### src/sv/sevq_pkg.sv
// Package: entry type, operation codes and controller/datapath interface types.
`default_nettype none
package sevq_pkg;

    localparam logic [1:0] MODE_INSERT  = 2'd0;
    localparam logic [1:0] MODE_EXTRACT = 2'd1;
    localparam logic [1:0] MODE_RECOVER = 2'd2;
    localparam logic [1:0] MODE_QUERY   = 2'd3;

    localparam logic [7:0] THRESHOLD_RESET = 8'd5;

    typedef struct packed {
        logic [31:0] event_time;
        logic [31:0] seq_id;
        logic [2:0]  thread_id;
        logic        speculative;
        logic        is_load;
        logic [31:0] issue_time;
    } t_entry;

    typedef struct packed {
        logic load;
        logic rd;
        logic eval;
        logic emit;
    } t_cmd;

    typedef struct packed {
        logic fin;
        logic out_free;
    } t_stat;

endpackage
`default_nettype wire

### src/sv/sevq_ram.sv
// Generic single-write, single-read RAM with registered read data.
`default_nettype none
module sevq_ram #(
    parameter int WIDTH = 8,
    parameter int DEPTH = 16
) (
    input  wire logic                     i_clk,
    input  wire logic                     i_we,
    input  wire logic [$clog2(DEPTH)-1:0] i_waddr,
    input  wire logic [WIDTH-1:0]         i_wdata,
    input  wire logic                     i_re,
    input  wire logic [$clog2(DEPTH)-1:0] i_raddr,
    output logic      [WIDTH-1:0]         o_rdata
);
    logic [WIDTH-1:0] r_mem [DEPTH];

    always_ff @(posedge i_clk) begin
        if (i_we) begin
            r_mem[i_waddr] <= i_wdata;
        end
        if (i_re) begin
            o_rdata <= r_mem[i_raddr];
        end
    end
endmodule
`default_nettype wire

### src/sv/sevq_ctrl.sv
// Controller: sequences load, read, evaluate and result hand-off.
`default_nettype none
module sevq_ctrl
    import sevq_pkg::*;
(
    input  wire logic  i_clk,
    input  wire logic  i_rst_n,
    input  wire logic  i_valid,
    output logic       o_ready,
    input  wire t_stat i_stat,
    output t_cmd       o_cmd
);
    localparam logic [1:0] S_IDLE = 2'd0;
    localparam logic [1:0] S_READ = 2'd1;
    localparam logic [1:0] S_EVAL = 2'd2;
    localparam logic [1:0] S_DONE = 2'd3;

    logic [1:0] r_state, n_state;

    always_comb begin
        n_state = r_state;
        o_cmd   = '0;
        o_ready = 1'b0;
        case (r_state)
            S_IDLE: begin
                o_ready = i_rst_n;
                if (i_valid && i_rst_n) begin
                    o_cmd.load = 1'b1;
                    n_state    = S_READ;
                end
            end
            S_READ: begin
                o_cmd.rd = 1'b1;
                n_state  = i_stat.fin ? S_DONE : S_EVAL;
            end
            S_EVAL: begin
                o_cmd.eval = 1'b1;
                n_state    = S_READ;
            end
            S_DONE: begin
                if (i_stat.out_free) begin
                    o_cmd.emit = 1'b1;
                    n_state    = S_IDLE;
                end
            end
            default: n_state = S_IDLE;
        endcase
    end

    always_ff @(posedge i_clk) begin
        if (!i_rst_n) begin
            r_state <= S_IDLE;
        end else begin
            r_state <= n_state;
        end
    end
endmodule
`default_nettype wire

### src/sv/sevq_dp.sv
// Datapath: entry RAM, scan index, counters and the result register.
`default_nettype none
module sevq_dp
    import sevq_pkg::*;
#(
    parameter int QUEUE_DEPTH = 16
) (
    input  wire logic        i_clk,
    input  wire logic        i_rst_n,
    input  wire t_cmd        i_cmd,
    output t_stat            o_stat,
    input  wire logic [1:0]  i_mode,
    input  wire t_entry      i_entry,
    input  wire logic [31:0] i_current_cycle,
    input  wire logic        i_cfg_valid,
    input  wire logic [7:0]  i_cfg_data,
    output logic             o_valid,
    input  wire logic        i_ready,
    output t_entry           o_head,
    output logic             o_head_valid,
    output logic             o_insert_dropped,
    output logic [4:0]       o_removed_count,
    output logic             o_miss_pending,
    output logic [4:0]       o_occupancy
);
    localparam int AW = $clog2(QUEUE_DEPTH);
    localparam int CW = $clog2(QUEUE_DEPTH + 1);
    localparam logic [CW-1:0] FULL = CW'(QUEUE_DEPTH);

    logic [1:0]    r_mode;
    t_entry        r_req;
    logic [31:0]   r_cycle;
    logic [CW-1:0] r_idx, r_kept, r_rem, r_cnt;
    logic          r_placed, r_hv, r_hit, r_drop;
    t_entry        r_head;
    logic [7:0]    r_thr;

    logic          we, re;
    logic [AW-1:0] waddr, raddr;
    t_entry        wdata, rdata;
    logic          fin, key_lt, match_rec, match_qry;
    logic [31:0]   age;

    sevq_ram #(.WIDTH($bits(t_entry)), .DEPTH(QUEUE_DEPTH)) u_ram (
        .i_clk  (i_clk),
        .i_we   (we),
        .i_waddr(waddr),
        .i_wdata(wdata),
        .i_re   (re),
        .i_raddr(raddr),
        .o_rdata(rdata)
    );

    assign key_lt = (r_req.event_time < rdata.event_time) ||
                    ((r_req.event_time == rdata.event_time) && (r_req.seq_id < rdata.seq_id));
    assign match_rec = (rdata.thread_id == r_req.thread_id) && rdata.speculative;
    assign age       = r_cycle - rdata.issue_time;
    assign match_qry = (rdata.thread_id == r_req.thread_id) && rdata.is_load &&
                       (r_cycle >= rdata.issue_time) && (age > {24'd0, r_thr});

    always_comb begin
        case (r_mode)
            MODE_INSERT:  fin = (r_cnt == FULL) || r_placed || (r_idx == '0);
            MODE_QUERY:   fin = r_hit || (r_idx == r_cnt);
            default:      fin = (r_idx == r_cnt);
        endcase
    end

    assign o_stat.fin      = fin;
    assign o_stat.out_free = !o_valid || i_ready;

    always_comb begin
        we    = 1'b0;
        waddr = r_idx[AW-1:0];
        wdata = rdata;
        re    = i_cmd.rd && !fin;
        raddr = (r_mode == MODE_INSERT) ? AW'(r_idx - CW'(1)) : r_idx[AW-1:0];
        if (i_cmd.rd && fin && r_mode == MODE_INSERT && r_cnt != FULL && !r_placed) begin
            we    = 1'b1;
            wdata = r_req;
        end
        if (i_cmd.eval) begin
            case (r_mode)
                MODE_INSERT: begin
                    we    = 1'b1;
                    wdata = key_lt ? rdata : r_req;
                end
                MODE_EXTRACT: begin
                    we    = (r_idx != '0);
                    waddr = AW'(r_idx - CW'(1));
                end
                MODE_RECOVER: begin
                    we    = !match_rec;
                    waddr = r_kept[AW-1:0];
                end
                default: we = 1'b0;
            endcase
        end
    end

    always_ff @(posedge i_clk) begin
        if (i_cmd.load) begin
            r_mode   <= i_mode;
            r_req    <= i_entry;
            r_cycle  <= i_current_cycle;
            r_idx    <= (i_mode == MODE_INSERT) ? r_cnt : '0;
            r_kept   <= '0;
            r_rem    <= '0;
            r_placed <= 1'b0;
            r_hv     <= 1'b0;
            r_hit    <= 1'b0;
            r_drop   <= 1'b0;
        end
        if (i_cmd.eval) begin
            case (r_mode)
                MODE_INSERT: begin
                    if (key_lt) begin
                        r_idx <= r_idx - CW'(1);
                    end else begin
                        r_placed <= 1'b1;
                    end
                end
                MODE_EXTRACT: begin
                    if (r_idx == '0) begin
                        r_hv   <= 1'b1;
                        r_head <= rdata;
                    end
                    r_idx <= r_idx + CW'(1);
                end
                MODE_RECOVER: begin
                    if (match_rec) begin
                        r_rem <= r_rem + CW'(1);
                    end else begin
                        r_kept <= r_kept + CW'(1);
                    end
                    r_idx <= r_idx + CW'(1);
                end
                default: begin
                    r_hit <= match_qry;
                    r_idx <= r_idx + CW'(1);
                end
            endcase
        end
        if (i_cmd.rd && fin && r_mode == MODE_INSERT && r_cnt == FULL) begin
            r_drop <= 1'b1;
        end
        if (i_cmd.emit) begin
            o_head           <= (r_mode == MODE_EXTRACT && r_hv) ? r_head : '0;
            o_head_valid     <= (r_mode == MODE_EXTRACT) && r_hv;
            o_insert_dropped <= r_drop;
            o_removed_count  <= (r_mode == MODE_RECOVER) ? 5'(r_rem) : 5'd0;
            o_miss_pending   <= (r_mode == MODE_QUERY) && r_hit;
            o_occupancy      <= 5'(r_cnt);
        end
    end

    always_ff @(posedge i_clk) begin
        if (!i_rst_n) begin
            r_cnt   <= '0;
            r_thr   <= THRESHOLD_RESET;
            o_valid <= 1'b0;
        end else begin
            if (i_cfg_valid) begin
                r_thr <= i_cfg_data;
            end
            if (i_cmd.rd && fin) begin
                case (r_mode)
                    MODE_INSERT:  if (r_cnt != FULL) r_cnt <= r_cnt + CW'(1);
                    MODE_EXTRACT: if (r_hv) r_cnt <= r_cnt - CW'(1);
                    MODE_RECOVER: r_cnt <= r_kept;
                    default:      r_cnt <= r_cnt;
                endcase
            end
            if (i_cmd.emit) begin
                o_valid <= 1'b1;
            end else if (i_ready) begin
                o_valid <= 1'b0;
            end
        end
    end
endmodule
`default_nettype wire

### src/sv/sorted_event_queue.sv
// Top level: sorted event queue of micro-op completions.
// Input channel i_valid/o_ready takes one word: mode plus entry fields and the
// present cycle. Output channel o_valid/i_ready returns one result word per input.
// Config channel i_cfg_valid/o_cfg_ready writes the miss age threshold; ready out of reset.
// Entries sit in one RAM in key order, slot 0 the head; each operation is a
// scan by the controller, one RAM read and one evaluate per entry visited.
// Entries visited per word: insert, those with a larger key plus the one it lands
// after; extract and recover, every entry held; query, those up to the first hit.
// One word is in work at a time; the RAM read is registered, so each entry visited
// takes its read and its evaluate in separate controller states.
// A finished result waits in the output register; the next word is taken once the
// result has been loaded there, and a stalled receiver holds the block in its
// hand-off state until the output register frees.
// Reset (synchronous, active low) empties the queue, sets the threshold to 5 and
// drops any pending result; RAM contents are not cleared.
`default_nettype none
module sorted_event_queue
    import sevq_pkg::*;
#(
    parameter int QUEUE_DEPTH = 16
) (
    input  wire logic        i_clk,
    input  wire logic        i_rst_n,
    input  wire logic        i_valid,
    output logic             o_ready,
    input  wire logic [1:0]  i_mode,
    input  wire logic [31:0] i_event_time,
    input  wire logic [31:0] i_seq_id,
    input  wire logic [2:0]  i_thread_id,
    input  wire logic        i_speculative,
    input  wire logic        i_is_load,
    input  wire logic [31:0] i_issue_time,
    input  wire logic [31:0] i_current_cycle,
    input  wire logic        i_cfg_valid,
    output logic             o_cfg_ready,
    input  wire logic [7:0]  i_cfg_data,
    output logic             o_valid,
    input  wire logic        i_ready,
    output logic             o_head_valid,
    output logic [31:0]      o_head_time,
    output logic [31:0]      o_head_id,
    output logic [2:0]       o_head_thread,
    output logic             o_head_speculative,
    output logic             o_head_is_load,
    output logic [31:0]      o_head_issue_time,
    output logic             o_insert_dropped,
    output logic [4:0]       o_removed_count,
    output logic             o_miss_pending,
    output logic [4:0]       o_occupancy
);
    t_cmd   cmd;
    t_stat  stat;
    t_entry in_entry, head;

    assign o_cfg_ready = i_rst_n;

    assign in_entry.event_time  = i_event_time;
    assign in_entry.seq_id      = i_seq_id;
    assign in_entry.thread_id   = i_thread_id;
    assign in_entry.speculative = i_speculative;
    assign in_entry.is_load     = i_is_load;
    assign in_entry.issue_time  = i_issue_time;

    assign o_head_time        = head.event_time;
    assign o_head_id          = head.seq_id;
    assign o_head_thread      = head.thread_id;
    assign o_head_speculative = head.speculative;
    assign o_head_is_load     = head.is_load;
    assign o_head_issue_time  = head.issue_time;

    sevq_ctrl u_ctrl (
        .i_clk  (i_clk),
        .i_rst_n(i_rst_n),
        .i_valid(i_valid),
        .o_ready(o_ready),
        .i_stat (stat),
        .o_cmd  (cmd)
    );

    sevq_dp #(.QUEUE_DEPTH(QUEUE_DEPTH)) u_dp (
        .i_clk           (i_clk),
        .i_rst_n         (i_rst_n),
        .i_cmd           (cmd),
        .o_stat          (stat),
        .i_mode          (i_mode),
        .i_entry         (in_entry),
        .i_current_cycle (i_current_cycle),
        .i_cfg_valid     (i_cfg_valid),
        .i_cfg_data      (i_cfg_data),
        .o_valid         (o_valid),
        .i_ready         (i_ready),
        .o_head          (head),
        .o_head_valid    (o_head_valid),
        .o_insert_dropped(o_insert_dropped),
        .o_removed_count (o_removed_count),
        .o_miss_pending  (o_miss_pending),
        .o_occupancy     (o_occupancy)
    );
endmodule
`default_nettype wire

### config.mk
export PLATFORM = sky130hd
export DESIGN_NAME = sorted_event_queue
export DESIGN_NICKNAME = d
export VERILOG_FILES = /design/src/sv/sevq_pkg.sv /design/src/sv/sevq_ram.sv /design/src/sv/sevq_ctrl.sv /design/src/sv/sevq_dp.sv /design/src/sv/sorted_event_queue.sv
export SDC_FILE = /design/constraint.sdc
export NUM_CORES = 2
export LEC_CHECK = 0
export ABC_AREA = 0
export BUFFER_PORTS_ARGS = -buffer_cell sky130_fd_sc_hd__buf_4
export CORE_ASPECT_RATIO = 0.75
export CORE_MARGIN = 3
export CORE_UTILIZATION = 28
export DETAILED_ROUTE_END_ITERATION = 8
export RECOVER_POWER = 25
export SYNTH_ARGS = -nofsm -noshare
export SYNTH_HDL_FRONTEND = slang
export SYNTH_SLANG_ARGS = --single-unit
### constraint.sdc
create_clock -name i_clk -period 14.1 [get_ports i_clk]
set_input_delay 2.115 -clock i_clk [delete_from_list [all_inputs] [get_ports i_clk]]
set_output_delay 2.115 -clock i_clk [all_outputs]
set_load 0.03 [all_outputs]
## After elaboration in Yosys (flattened, before gate mapping)

Memory sizes are Yosys's and may differ from the RTL's. A register that Yosys moved wholly into a read port is not among the register bits.
Cells that the tools add are included.

- Add/sub/neg operators: 7
- Magnitude comparators: 4
- Equal/unequal tests: 15
- Mux-type cells: 53
- Reduce and logical (&&, ||, !) cells: 34

Operators by type and width:

| cell | count |
|---|---|
| $mux 101 | 4 |
| $mux 5 | 15 |
| $lt 32x32->1 | 2 |
| $eq 32x32->1 | 1 |
| $ge 32x32->1 | 1 |
| $gt 32x8->1 | 1 |
| $sub 32x32->32 | 1 |
| $mux 1 | 25 |
| $add 5x1->5 const B | 4 |
| $pmux 5 s3 | 1 |
| $logic_and 1x1->1 | 14 |
| $sub 5x1->5 const B | 2 |
| $eq 2x2->1 const B | 4 |
| $mux 4 | 2 |
| $pmux 2 s4 | 1 |
| $pmux 4 s2 | 1 |
| $logic_not 2->1 | 3 |
| $eq 5x5->1 | 1 |
| $eq 5x5->1 const B | 1 |
| $logic_not 5->1 | 1 |
| $logic_or 1x1->1 | 5 |
| $ne 5x5->1 const B | 1 |
| $reduce_bool 5->1 | 1 |
| $eq 2x1->1 const B | 2 |
| other kinds (13) | 19 |

- Bits in registers: 385
- RAM bits: 1616
- Logic and storage cells: 150
- Memories: 1

Memories:

| memory | depth | bits a word | rd ports | clocked after memory_dff | wr ports | RTL line | text |
|---|---|---|---|---|---|---|---|
| u_dp.u_ram.r_mem | 16 | 101 | 1 | 1 | 1 | sevq_ram.sv:15 | `logic [WIDTH-1:0] r_mem [DEPTH];` |

## Longest topological paths before layout

- Word-level depth: 12
- Depth in mapped cells: 17
- Gate-level depth less buffers: 17

## Modules after synthesis

Synthesis repeated with hierarchy kept, for this count alone.

- Cells, all modules: 4030
- Area, all modules: 82211.3 um2

Modules (own cells, without submodules):

| module | instances | cells an instance | area each (um2) | sequential area each (um2) |
|---|---|---|---|---|
| sevq_ram | 1 | 2585 | 63473.4 | 51559.4 |
| sevq_dp | 1 | 1430 | 18614.1 | 11170.7 |
| sevq_ctrl | 1 | 14 | 116.4 | 40.0 |
| sorted_event_queue | 1 | 1 | 7.5 | 0.0 |

## Worst setup path after synthesis

OpenSTA, ideal clock, no wires.

- Kind: register -> register
- Start point: register u_dp.r_mode[1]
- End point: register u_dp.r_head[0] (netlist name) (enable)
- Setup time: 687 ps
- Data arrival time: 8077 ps
- Required time: 13413 ps
- Path slack: 5336 ps
- Cell stages (with the launch flop): 6
- Buffers on the path: 1
- Path through: edfxtp_1 inv_1 ha_1 clkbuf_1 inv_1 nor3_1

- Word-level cells in the longest chain between the ends: 2

RTL lines:

| item | RTL line | text |
|---|---|---|
| from (decl) | sevq_dp.sv:30 | `logic [1:0] r_mode;` |
| from (signal assigned) | sevq_dp.sv:103 | `r_mode <= i_mode;` |
| $eq 2x1->1 | sevq_dp.sv:115 | `case (r_mode)` |
| $reduce_and 3->1 (no source line) | -- |  |
| to (signal assigned) | sevq_dp.sv:126 | `r_head <= rdata;` |
| to (decl) | sevq_dp.sv:35 | `t_entry r_head;` |

Every way passes these cells.
A chain may end at the register's enable or synchronous reset.

## Worst setup path after layout

- Start point: register u_dp.r_mode[1]
- End point: memory u_dp.u_ram.r_mem[6][50] (netlist name) (enable)

- Word-level cells in the longest chain between the ends: 10

RTL lines:

| item | RTL line | text |
|---|---|---|
| $eq 2x2->1 or $logic_not 2->1 (tied branches) | sevq_dp.sv:62, sevq_dp.sv:78, sevq_dp.sv:83 |  |
| $pmux 1 s2 | sevq_dp.sv:62 | `case (r_mode)` |
| $logic_and 1x1->1 (4 in a row) | sevq_dp.sv:78 | `if (i_cmd.rd && fin && r_mode == MODE_INSERT && r_cnt != FULL && !r_placed) begin` |
| $mux 1 | sevq_dp.sv:78 |  |
| $mux 1 | sevq_dp.sv:82 | `if (i_cmd.eval) begin` |
| $mux 1 | sevq_ram.sv:18 | `if (i_we) begin` |
| $mux 1 (not written as such) | sevq_ram.sv:19 | `r_mem[i_waddr] <= i_wdata;` |
| to (decl) | sevq_ram.sv:15 |  |

Several ways; a longest one is shown, not always the timed one.

==> summary.txt <==
status = finished with violations
failing checks = capacitance limit, slew limit
count of boundary I/O pins = 265
residual DRC count = 0
synthesized net count = 4064
largest net degree at the start of global routing = 117
total setup buffers inserted after CTS = 0
Reg2Reg Depth = 10
first-pass detailed-route iteration total = 5
commonest non-fill, non-tap cell in the layout = edfxtp_1
placement row count = 172
CTS H-tree lvls = 4
synthesis-to-layout area growth = 14.50%
gate count after technology mapping = 3799
Tightest Hold Check Type = flip-flop to flip-flop
clock tree root driver cell = clkbuf_16
fraction of layout cells with a size suffix above 1 = 23.76%
number of cells on the worst hold path = 0
clock latency on the worst-skew pair = 0.85 ns
crit-path cells = inv_1, ha_1, clkbuf_1, a221o_1, nand2_1, or2_0, nor2_4, clkbuf_1, buf_4, buf_4
Final period util = 69.76%
critical path required time = 14.55 ns
number of setup violations in the final report = 0
nature of the critical path startpoint = flip-flop
EDFF count, synth = 2067
top cell type's share of synthesized area = 75.03%
synthesized area per cell = 21.78 um^2
sequential element share of the synthesized area = 75.87%
GP Congestion = 0.8288
CTS tree = built
antenna violation net count after detailed routing = 0
initial antenna violation count = 22
slowest stage cell on the critical path = clkbuf_1
proportion of synthesized flip-flops having asynchronous set or reset = 0%
Total GRT Usage = 13.75%
total power divided by cell area = 175.7 nW/um^2
worst hold path endpoint = u_dp.r_head[15]
Num CTS Buffers = 192
Die Y = 476.7 um
launching point of the worst reg2reg path = u_dp.r_mode[1]
crit path max fanout = 75
global route total overflow = 0
total half-perimeter wirelength after legalization and detailed placement = 116800 um
count of max-cap constraint violations = 26
number of distinct standard cells referenced by the synthesized netlist = 84
final wirelength = 213200 um
share of the core filled with cells = 32.27%
Min-Delay Startpoint = u_dp.u_ram.o_rdata[15]
setup_tns = 0 ns
Routed wire per std cell = 25.97 um
Critical R2R Capture = u_dp.u_ram.r_mem[6][50]
x dimension of the die = 633.7 um
buffers added on ports = 264
clock input transition at the sequential cells of the worst setup and hold paths = 0.07 ns
vias per std cell = 4.835
post-synthesis register bit count = 2102
largest vdd supply drop = 0.1295 mV
Synth Cell Area = 82730 um^2
unrepaired setup endpoints after global routing = false
vias after detailed routing = 39680
clock skew = 0.07024 ns
Clock Path Buffers = 4
core area = 293500 um^2
count of clock tree sinks = 2102
# resized after CTS = 0
commonest cells after routing, fill and taps aside = edfxtp_1, mux4_2, clkbuf_1, clkbuf_16, inv_1
final critical-path required period = 9.837 ns
Slew Limit Headroom = -178.7%
global-route wire length before repair = 300700 um
vias in the first global route = 39590
path type of the worst setup path = flip-flop to flip-flop
DR iter-0 viols = 4725
Initial Utilization = 28.18%
Filler Cells Inserted = 27840
Worst Setup End Kind = flip-flop
maximum clock frequency = 101.7 MHz
Worst Max-Slew Pin Slew = 4.181 ns
leakage power = 30.39 nW
worst endpoint data arrival time = 10.28 ns
Post-CTS Hold Fix Bufs = 0
worst setup slack for register-to-register paths = 4.26 ns
delay of the slowest cell on the worst path = 3.00 ns
Die ar. = 302100 um^2
number of warnings issued by yosys = 0
number of endpoints with negative hold slack in the final report = 0
leading cell types by total area after synthesis = edfxtp_1, mux4_2, ha_1
net count of the finished layout = 4411
dominant synthesized flop cell = edfxtp_1
max-slew violation count = 786
library cell occupying the most area in the post-synthesis netlist = edfxtp_1
==> logic make-up after synthesis <==
kind of cell | Yosys count | share of synthesized area, %
fa+ha+maj | 117 | 1.788
flops | 2102 | 75.87
simple gates | 379 | 2.505
xor+xnor | 35 | 0.3705
compound gates | 247 | 2.048
mux | 625 | 15.76
buf+inv | 294 | 1.655
==> worst max-delay path, delay by kind of cell, from the launching register on <==
kind,cells,cell delay (ns)
simple gates,3,0.63
flops,1,0.44
compound gates,1,0.49
buf+inv,5,6.44
fa+ha+maj,1,1.28
==> worst max-delay path by stage <==
stage | slack [ns] | endpoint | from | depth (start not counted)
5_1_grt | 3.86 | u_dp.u_ram.r_mem[6][71] | u_dp.r_mode[1] | 10
2_1_floorplan | 5.34 | u_dp.r_head[0] | u_dp.r_mode[1] | 5
3_5_place_dp | 7.80 | u_dp.u_ram.r_mem[10][95] | u_dp.u_ram.o_rdata[100] | 13
3_3_place_gp | 7.88 | u_dp.u_ram.r_mem[10][96] | u_dp.u_ram.o_rdata[99] | 13
6_report | 4.26 | u_dp.u_ram.r_mem[6][50] | u_dp.r_mode[1] | 10
4_1_cts | 7.78 | u_dp.u_ram.r_mem[13][95] | u_dp.u_ram.o_rdata[100] | 13
==> state kept, by name, indices dropped and copies added (netlist names) <==
name and cells:
u_dp.u_ram.r_mem 1616, u_dp.o_head 101, u_dp.r_head 101, u_dp.r_req 101, u_dp.u_ram.o_rdata 101, u_dp.r_cycle 32, u_dp.r_thr 8, u_dp.o_occupancy 5
u_dp.o_removed_count 5, u_dp.r_cnt 5, u_dp.r_idx 5, u_dp.r_kept 5, u_dp.r_rem 5, u_ctrl.r_state 2, u_dp.r_mode 2, u_dp.o_head_valid 1
u_dp.o_insert_dropped 1, u_dp.o_miss_pending 1, u_dp.o_valid 1, u_dp.r_drop 1, u_dp.r_hit 1, u_dp.r_hv 1, u_dp.r_placed 1
==> synth_stat cells, types with 5 or more instances <==
cell	count
a21boi_0	5
a31oi_1	6
mux4_2	505
o21bai_1	6
edfxtp_1	2067
nand2b_1	16
mux2_2	12
mux2_4	90
mux2i_1	18
nor3_1	21
o211ai_1	13
nor2_1	53
xnor2_1	20
nand4_1	28
buf_12	10
ha_1	115
inv_1	121
or2_2	9
or3_1	6
clkbuf_1	99
a21oi_1	64
and2_1	14
a221oi_1	6
buf_2	53
o22ai_1	8
and3_1	110
xor2_1	15
o21ai_0	36
nor2b_1	19
dfxtp_1	35
a211oi_1	7
nand2_1	62
a21o_1	41
nand3_1	18
==> power breakdown <==
group	internal, mW	switching (mW)
clock network	2.92	2.27
logic	1.74	1.98
registers	7.55	0.186
total	12.2	4.44
==> routing by layer <==
| layer | vias to the layer above | GRT usage [%] | part of all wire (%) |
|---|---|---|---|
| met2 | 1586 | 21.41 | 46 |
| met5 | - | 0 | 0.022 |
| met4 | 6 | 2.470 | 1.7 |
| li1 | 16510 | - | - |
| met3 | 266 | 2.926 | 7.7 |
| met1 | 21310 | 19.93 | 44 |
==> cell type report <==
class | count | area, um^2 | share of cell area, %
Sequential cell | 2102 | 62770 | 66.27
Multi-Input combinational cell | 1403 | 18680 | 19.71
Clock buffer | 227 | 5031 | 5.311
Tap cell | 3915 | 4898 | 5.171
Timing Repair Buffer | 326 | 1829 | 1.931
Clock inverter | 106 | 1046 | 1.104
Inverter | 121 | 455.4 | 0.4808
Antenna cell | 8 | 20.02 | 0.02113
==> metrics by stage <==
step,std cells,power (mW),hold slack (ns),cell area (um^2),worst slack (ns)
finish,8208,16.64,0.4779,94730,4.264
global route,8203,17.34,0.4984,94720,3.856
CTS,8200,16.84,0.4719,95630,7.775
detailed placement,7867,11.64,0.4636,89550,7.799
global placement,7867,11.58,0.4521,89550,7.881
floorplan,3799,10.57,0.4086,82730,5.336
Power figures use the tool's default switching activity.
